==> src/sv/rgm_index.sv <==
// Four-stage residue index pipeline: (chain - base) * sites + site, then a
// truncated remainder by the table depth via reciprocal multiply. Standalone.
`default_nettype none

module rgm_index #(
  parameter int  SITES_PER_CHAIN = 8192,
  parameter int  CHAIN_SLOTS     = 16,
  localparam int DEPTH  = CHAIN_SLOTS * SITES_PER_CHAIN,
  localparam int ADDR_W = $clog2(DEPTH)
) (
  input  wire logic              clk,
  input  wire logic              en,
  input  wire logic [7:0]        chain,
  input  wire logic [7:0]        base,
  input  wire logic signed [15:0] site,
  output logic      [ADDR_W-1:0] idx,
  output logic                   neg
);

  localparam int MAG_W = $clog2(255 * SITES_PER_CHAIN + 32769);
  localparam int RAW_W = MAG_W + 1;
  localparam int RECIP = (1 << MAG_W) / DEPTH;
  localparam logic [MAG_W-1:0]        RECIP_C = MAG_W'(RECIP);
  localparam logic [MAG_W-1:0]        DEPTH_C = MAG_W'(DEPTH);
  localparam logic signed [RAW_W-1:0] SITES_C = RAW_W'(SITES_PER_CHAIN);

  logic signed [8:0]       diff;
  logic signed [RAW_W-1:0] raw;
  logic [RAW_W-1:0]        raw_neg;
  logic [MAG_W-1:0]        mag;
  logic [2*MAG_W-1:0]      prod_q;
  logic [2*MAG_W-1:0]      prod_r;
  logic                    over;
  logic [MAG_W-1:0]        rem;

  logic [MAG_W-1:0] mag1, mag2, quot2, rem3;
  logic             neg1, neg2, neg3;

  always_comb begin
    diff    = $signed({1'b0, chain}) - $signed({1'b0, base});
    raw     = $signed({{(RAW_W-9){diff[8]}}, diff}) * SITES_C
            + $signed({{(RAW_W-16){site[15]}}, site});
    raw_neg = -raw;
    mag     = raw[RAW_W-1] ? raw_neg[MAG_W-1:0] : raw[MAG_W-1:0];
    prod_q  = {{MAG_W{1'b0}}, mag1} * {{MAG_W{1'b0}}, RECIP_C};
    prod_r  = {{MAG_W{1'b0}}, quot2} * {{MAG_W{1'b0}}, DEPTH_C};
    over    = rem3 >= DEPTH_C;
    rem     = over ? rem3 - DEPTH_C : rem3;
  end

  // quotient estimate is exact or one low, so one correction step suffices
  always_ff @(posedge clk) begin
    if (en) begin
      mag1  <= mag;
      neg1  <= raw[RAW_W-1];
      mag2  <= mag1;
      quot2 <= prod_q[2*MAG_W-1:MAG_W];
      neg2  <= neg1;
      rem3  <= mag2 - prod_r[MAG_W-1:0];
      neg3  <= neg2;
      idx   <= rem[ADDR_W-1:0];
      neg   <= neg3 && (rem != '0);
    end
  end

endmodule

`default_nettype wire

==> config.mk <==
export PLATFORM = sky130hd
export DESIGN_NAME = rgm_index
export DESIGN_NICKNAME = d
export VERILOG_FILES = /design/src/sv/rgm_index.sv
export SDC_FILE = /design/constraint.sdc
export NUM_CORES = 1
export LEC_CHECK = 0
export BUFFER_PORTS_ARGS = -buffer_cell sky130_fd_sc_hd__buf_2
export CAP_MARGIN = 20
export CORE_MARGIN = 4
export CORE_UTILIZATION = 60
export DETAILED_ROUTE_END_ITERATION = 10
export PLACE_DENSITY_LB_ADDON = 0.15
export SYNTH_ARGS = -nofsm -noshare
export SYNTH_HDL_FRONTEND = slang
export SYNTH_SLANG_ARGS = --single-unit
==> constraint.sdc <==
create_clock -name clk -period 9.6 [get_ports clk]
set_input_delay 0.96 -clock clk [delete_from_list [all_inputs] [get_ports clk]]
set_output_delay 0.96 -clock clk [all_outputs]
set_load 0.01 [all_outputs]
; ---- Word-level counts from Yosys, hierarchy flattened
; Index checks and enable logic that the tools add are counted.
[totals]
inputBits = 34
out_inout_bits = 18
elab_cells = 19
ff_bits = 92
[classes]
muxes = 2
magnitude_cmp = 1
addsub = 5
reduce_logical = 2
[ops]
columns = operator, count
row1 = $mux 22, 2
row2 = $add 22x16->23, 1
row3 = $ge 22x18->1 const B, 1
row4 = $neg 22->22, 1
row5 = $reduce_bool 22->1, 1
row6 = $sub 22x18->22 const B, 1
row7 = $sub 22x22->22, 1
row8 = $sub 8x8->9, 1
row9 = $logic_and 1x1->1, 1

; ---- Longest topological paths before layout
; Gate-level depths: netlist of run 1.
[logic_depth]
depth_word = 4
mapped_depth = 17
ltp_nobuf = 16

; ---- Least setup slack after synthesis of run 1
; Ideal clock, no wire load.
[synth_path]
kind = in2reg
startpoint = input chain[0]
endpoint = register mag1[12] (data pin)
path_stages = 17
t_required_ns = 9.334
t_arrival_ns = 3.728
n_path_buf = 1
slack_ns = 5.606
setup_time_ns = 0.266
path_cell_list = inv_1 > ha_1 > fa_1 > nor2b_1 > o21ai_0 > a21boi_0 > o21ai_0 > nand2b_1 > xor2_1 > ha_1 > a211oi_1 > o22ai_1 > o31ai_1 > o31a_2 > buf_4 > o41ai_1 > xnor2_1
[synth_between]
elab_chain_len = 3
[synth_rtl]
columns = element, line_no
row1 = "start, declared", 13  ; input wire logic [7:0] chain,
row2 = $sub 8x8->9, 40  ; diff = $signed({1'b0, chain}) - $signed({1'b0, base});
row3 = $add 22x16->23, 42  ; + $signed({{(RAW_W-16){site[15]}}, site});
row4 = named net raw[22], 28  ; logic signed [RAW_W-1:0] raw;
row5 = $mux 22, 44  ; mag = raw[RAW_W-1] ? raw_neg[MAG_W-1:0] : raw[MAG_W-1:0];
row6 = named net mag[12], 30  ; logic [MAG_W-1:0] mag;
row7 = "end signal, assigned", 54  ; mag1 <= mag;
row8 = "end, declared", 36  ; logic [MAG_W-1:0] mag1, mag2, quot2, rem3;
; The timed path passes the listed nets, and every way through them passes these cells.
; A chain may end at the register's enable or synchronous reset.

; ---- Worst setup path in the final report of run 1
[layout_path]
startpoint = input chain[0]
endpoint = register mag1[5] (data pin)
[layout_between]
elab_chain_len = 3
[layout_rtl]
columns = element, line_no
row1 = $sub 8x8->9, 40
row2 = $add 22x16->23, 42
row3 = $mux 22, 44
row4 = named net mag[5], 30
; The timed path passes the listed nets, and every way through them passes these cells.

==> impl_metrics.tcl, run 1 <==
set metrics [dict create \
    max-clock-path-buffers 2 \
    placed_cells 322 \
    tritoncts "done" \
    avgSynthCellArea_um2 15.2 \
    cts_made_buffers 9 \
    synth-xor-area-share 0.0593 \
    place_congestion 0.745 \
    avgViaCountPerCell 5.06 \
    synth-edff-count 72 \
    drv_slew 0 \
    synth-simple-area-share 0.0678 \
    synth_cell_type_count 32 \
    finClkSkew_ps 4.82 \
    syn_area_um2 3100 \
    muxShareOfSynthArea 0 \
    arrival_ps 4190 \
    stdcell_count 338 \
    clk_pin_slew_worst_paths_ps 70 \
    syn_inst 204 \
    root_buffer "clkbuf_8" \
    cts_setup_buffers 0 \
    grtUsageTotal 0.136 \
    nNetsFinal 320 \
    critPathCaptureType "flop" \
    diodes 0 \
    r2r-start "rem3[1]" \
    async_reset_ff_frac 0 \
    crit_top_cell "o21ai_0" \
    grt_pass1_vias 1595 \
    port_buffers 51 \
    place_hpwl_um 2910 \
    holdPathStages 0 \
    drv_cap 0 \
    synth-seq-area-share 0.698 \
    ys_seq_elements 72 \
    cp_max_fo 18 \
    area_growth_pct 17.8 \
    cpLargestDelayFamily "compound AO/OA/AOI/OAI gates" \
    synthFlopType "edfxtp_1" \
    grt_setup_unrepaired "no" \
    std_cell_rows 25 \
    htreeDepth 3 \
    slew_headroom 0.460 \
    synth-compound-area-share 0.0654 \
    cp_num_buf_inv 2 \
    p_total_uw 793 \
    min_period_ps 4130 \
    coreArea_um2 4850 \
    cts_resized 0 \
    fp.dieW_um 79.9 \
    ctsHoldBuffers 0 \
    drt_wl_total_um 4030 \
    drt_iter0_markers 108 \
    status "completed" \
    hp-class "reg2reg" \
    rrSetupSlack_ps 8130 \
    synth_nets 258 \
    grt_max_degree 73 \
    routed-via-count 1709 \
    ios 52 \
    die_h_um 79.9 \
    final_layout_size_suffix_gt1_frac 0.266 \
    path_class "in2reg" \
    cp-start-kind "input pin" \
    slowest_stage "fa_1" \
    finalSetupTns_ps 0 \
    min_period_over_period 0.430 \
    dr.pass1.iters 4 \
    grt_first_pass_wirelength_um 6510 \
    yosysWarningCount 0 \
    cp.required_ps 9660 \
    cp_cell_sequence "buf_2 -> inv_1 -> ha_1 -> fa_1 -> nor2b_1 -> o21ai_0 -> a21boi_0 -> o21ai_0 -> nand2b_1 -> xor2_1 -> ha_1 -> a211oi_1 -> o22ai_1 -> o31ai_1 -> o31a_2 -> o21ai_0 -> xnor2_1" \
    powerDensity_nw_per_um2 217 \
    grt_antenna_before_repair 0 \
    utilization 0.753 \
    cts.sinks 72 \
    p_leak_nw 1.44 \
    timing.rr.end "neg" \
    finalHoldViolCount 0 \
    clock_latency_ps 320 \
    min_from "mag1[6]" \
    synth_top_family_by_area "adder cells" \
    finalHoldWorstSlack_ps 420 \
    hold_end "mag2[6]" \
    wl_per_cell_um 11.9 \
    initial_utilization 0.639 \
    fmax_mhz 242 \
    crit_path_max_incr_delay_ps 410 \
    finalSetupViolCount 0 \
    rr_worst_depth 3 \
    grt.overflow.total 0 \
    nFillCells 296 \
    route.detailed.drc 0 \
    ir_drop_mv 0.151 \
    startpoint "chain[0]" \
    worst_pin_slew_ps 811 \
    synth-adder-area-share 0.0856 \
    die_area_um2 6380 \
    ant_nets 0 \
]
-- cells by family (layout without fill, tap and decap cells) --
| family | count (synthesis) | after routing |
|---|---|---|
| compound gates | 31 | 31 |
| fa+ha+maj | 20 | 20 |
| simple gates | 41 | 41 |
| flops | 72 | 72 |
| buf+inv | 19 | 86 |
| xor+xnor | 21 | 21 |
-- synth_stat cells, types with 2 or more instances --
| library cell | count | area [um2] |
|---|---|---|
| fa_1 | 2 | 40.0 |
| xnor2_1 | 15 | 131 |
| nand4_1 | 2 | 12.5 |
| nand2_1 | 16 | 60.1 |
| o21ai_2 | 2 | 17.5 |
| edfxtp_1 | 72 | 2160 |
| a211oi_1 | 2 | 15.0 |
| ha_1 | 18 | 225 |
| a21boi_0 | 2 | 15.0 |
| nor2b_1 | 3 | 18.8 |
| a21oi_1 | 4 | 20.0 |
| inv_1 | 18 | 67.6 |
| o21ai_0 | 11 | 55.1 |
| nor2_1 | 9 | 33.8 |
| o31ai_1 | 4 | 30.0 |
| xor2_1 | 6 | 52.6 |
| nor4_1 | 3 | 18.8 |
-- sequential cells by signal (all words and copies together), names as in the netlist --
name,count
mag2,17
neg2,1
idx,17
rem3,17
neg1,1
mag1,17
neg3,1
neg,1
-- layer usage --
metal | up-vias | global-route usage | share of wire
met1 | 768 | 0.151 | 0.43
li1 | 879 | - | -
met5 | - | 0 | 0
met4 | 0 | 0.0794 | 0.020
met3 | 8 | 0.0384 | 0.063
met2 | 54 | 0.231 | 0.49
-- layout make-up --
| type | count | area [um2] | area share |
|---|---|---|---|
| Clock inverter | 6 | 83.8 | 0.0230 |
| Sequential cell | 72 | 2160 | 0.592 |
| Timing Repair Buffer | 52 | 263 | 0.0720 |
| Clock buffer | 10 | 128 | 0.0350 |
| Inverter | 18 | 67.6 | 0.0185 |
| Multi-Input combinational cell | 113 | 862 | 0.236 |
| Tap cell | 67 | 83.8 | 0.0230 |
-- layout by cell type, fill, tap and decap left out, types with 2 or more instances in the layout --
cell type,synthesis,final
nand4_1,2,2
fa_1,2,2
a21oi_1,4,4
a211oi_1,2,2
nand2_1,16,16
ha_1,18,18
xnor2_1,15,15
o21ai_2,2,2
o31ai_1,4,4
nor4_1,3,3
o21ai_0,11,11
buf_2,0,51
bufinv_16,0,2
inv_1,18,18
clkbuf_8,0,9
clkinv_1,0,2
nor2_1,9,9
a21boi_0,2,2
edfxtp_1,72,72
nor2b_1,3,3
xor2_1,6,6
-- stage by stage --
stage	setup WS (ps)	instance area, um2
after floorplan	5610	3100
after global routing	5230	3650
final	5470	3650
after detailed placement	5150	3440
after global placement	5330	3440
after CTS	5500	3650
-- worst max path at each step --
| stage | cells past startpoint | endpoint | slack [ps] |
|---|---|---|---|
| 4_1_cts | 17 | mag1[8] | 5500 |
| 3_3_place_gp | 17 | mag1[13] | 5330 |
| 6_report | 17 | mag1[5] | 5470 |
| 5_1_grt | 17 | mag1[13] | 5230 |
| 2_1_floorplan | 17 | mag1[12] | 5610 |
| 3_5_place_dp | 17 | mag1[8] | 5150 |
-- where the power goes --
group	internal (mW)	total, mW	switching [mW]	leakage [nW]
registers	0.416	0.430	0.0138	0.705
clock network	0.145	0.244	0.0987	0.102
logic	0.0536	0.120	0.0659	0.634
-- worst reg2reg max path: cells and delay by family, from the launching register on --
family / cells / cell delay (ps)
compound gates: 1 / 330
flops: 1 / 380
simple gates: 2 / 510
No activity file was read; power rests on OpenSTA's default activity.
==> run 2, diff against run 1 <==
ABC_AREA = 1   (was unset)
CORE_UTILIZATION = 52   (was 60)
clock period = 3.5 ns   (was 9.6 ns; I/O delays follow)
==> impl_metrics.tcl, run 2 <==
set metrics [dict create \
    stdcell_area_um2 4130 \
    grt_max_degree 46 \
    syn_inst 341 \
    wl_per_cell_um 11.3 \
    cp_max_fo 17 \
    drt_wl_total_um 5670 \
    grt_setup_unrepaired "no" \
    nNetsFinal 456 \
    yosysMostFrequentCell "nand2_1" \
    avgSynthCellArea_um2 10.7 \
    netlist.area_leader.share 0.594 \
    async_reset_ff_frac 0 \
    final_cell_mix "nand2_1 (79), edfxtp_1 (72), buf_2 (51), inv_1 (46), nand3_1 (36)" \
    status "completed" \
    ios 52 \
    area_growth_pct 13.6 \
    initial_utilization 0.536 \
    clock_latency_ps 320 \
    place_hpwl_um 4570 \
    worst_pin_slew_ps 911 \
    avgViaCountPerCell 4.78 \
    p_total_mw 2.04 \
    min_period_over_period 0.828 \
    synth_cell_type_count 27 \
    synth-seq-area-share 0.594 \
    dr.pass1.iters 4 \
    drt_iter0_markers 89 \
    synth_top_cell_by_area "edfxtp_1" \
    synthFlopType "edfxtp_1" \
    die_h_um 91.7 \
    final_layout_size_suffix_gt1_frac 0.223 \
    cts_made_buffers 9 \
    synth_common_cells "nand2_1 (79), edfxtp_1 (72), inv_1 (46)" \
    clk_pin_slew_worst_paths_ps 60 \
    std_cell_rows 30 \
    drv_cap 0 \
    port_buffers 51 \
    grt_first_pass_wirelength_um 9740 \
    htreeDepth 3 \
    synth-edff-count 72 \
    ant_nets 0 \
    diodes 0 \
    powerDensity_nw_per_um2 493 \
    ctsHoldBuffers 0 \
    arrival_ps 2970 \
    grtUsageTotal 0.146 \
    die_area_um2 8400 \
    finClkSkew_ps 5.83 \
    dpl_cell_area_um2 3990 \
    yosysWarningCount 0 \
    cp.required_ps 3570 \
    root_buffer "clkbuf_8" \
    max-clock-path-buffers 2 \
    ys_seq_elements 72 \
    coreArea_um2 6790 \
    slew_headroom 0.393 \
    cts_setup_buffers 0 \
    critPathCaptureType "flop" \
    mostFrequentLayoutCell "nand2_1" \
    grt.overflow.total 0 \
    ir_drop_mv 0.161 \
    synthTopCellsByArea "edfxtp_1 (59%), nand2_1 (8.1%), ha_1 (6.2%), nand3_1 (5.0%), inv_1 (4.7%)" \
    fmax_mhz 345 \
    place_congestion 0.840 \
    hp-class "in2reg" \
    min_period_ps 2900 \
    finalSetupViolCount 0 \
    grt_pass1_vias 2243 \
    cp-start-kind "input pin" \
    utilization 0.608 \
    finalSetupTns_ps 0 \
    route.detailed.drc 0 \
    tritoncts "done" \
    grt_antenna_before_repair 0 \
    p_leak_nw 1.84 \
    cts_resized 0 \
    syn_area_um2 3640 \
    finalHoldViolCount 0 \
    routed-via-count 2390 \
    cts.sinks 72 \
    fp.dieW_um 91.7 \
    synth_nets 395 \
    path_class "in2reg" \
    drv_slew 0 \
]
-- run 2: cell count changes in the layout (fill, tap and decap cells not counted), moves of 3 or more --
cell / change
nand3_1: +35
nor2b_1: -3
a21oi_1: +4
o31ai_1: -4
inv_1: +28
xnor2_1: -8
o21ai_0: -8
nand2_2: +18
nor2_1: +18
nand2_1: +63
-- run 2: layout make-up --
cell class / instances / area, um2
Fill cell: 571 / 2660
Sequential cell: 72 / 2160
Multi-Input combinational cell: 219 / 1260
Timing Repair Buffer: 53 / 270
Inverter: 47 / 176
Clock buffer: 10 / 128
Tap cell: 96 / 120
Clock inverter: 3 / 12.5
-- run 2: cells by family (layout without fill, tap and decap cells) --
kind of cell             count (synthesis)  count (layout)  synth area share
AO/OA/AOI/OAI                           14              14            0.0237
XOR/XNOR                                12              12            0.0289
flip-flops                              72              72             0.594
adder cells (fa/ha/maj)                 20              20            0.0729
AND/OR/NAND/NOR                        173             173             0.222
buffers and inverters                   50             113            0.0581
-- run 2: where the power goes --
part	leakage (nW)	internal (mW)	switching [mW]
logic	1.06	0.156	0.272
registers	0.704	1.10	0.0275
clock network	0.0729	0.239	0.241
total	1.84	1.50	0.541
-- run 2: worst max-delay path, stage by stage --
cell     delay [ps]
buf_2            70
inv_1            30
ha_1            210
fa_1            410
inv_1            70
nand3_1          60
nand2_1         120
nand2_1          60
a21oi_1         150
xnor2_1         140
inv_1            60
ha_1            280
nand2_1          70
nand2_1          80
a21oi_4         180
nand4_4         270
nand2_4         300
inv_1            60
-- run 2: path summary, 6_finish.rpt --
check / from / endpoint / slack, ps / cells past startpoint
hold reg to reg: mag2[9] / rem3[9] / 410 / 0
setup reg to reg: rem3[11] / neg / 2170 / 3
setup / recovery: chain[0] / neg1 / 600 / 18
hold / removal: site[0] / mag1[0] / 250 / 1
-- run 2: routing by layer --
metal / track usage / share of wire / up-vias
met3: 0.0304 / 0.054 / 9
met4: 0.0603 / 0.016 / 0
met5: 0 / 0 / -
met1: 0.170 / 0.40 / 1059
li1: - / - / 1260
met2: 0.260 / 0.53 / 62
-- run 2: stage by stage --
step	hold WS [ps]	setup slack, ps	instances
2_1_floorplan	400	596	341
3_3_place_gp	400	311	487
3_5_place_dp	405	244	487
4_1_cts	225	589	500
5_1_grt	225	342	500
6_report	246	604	500
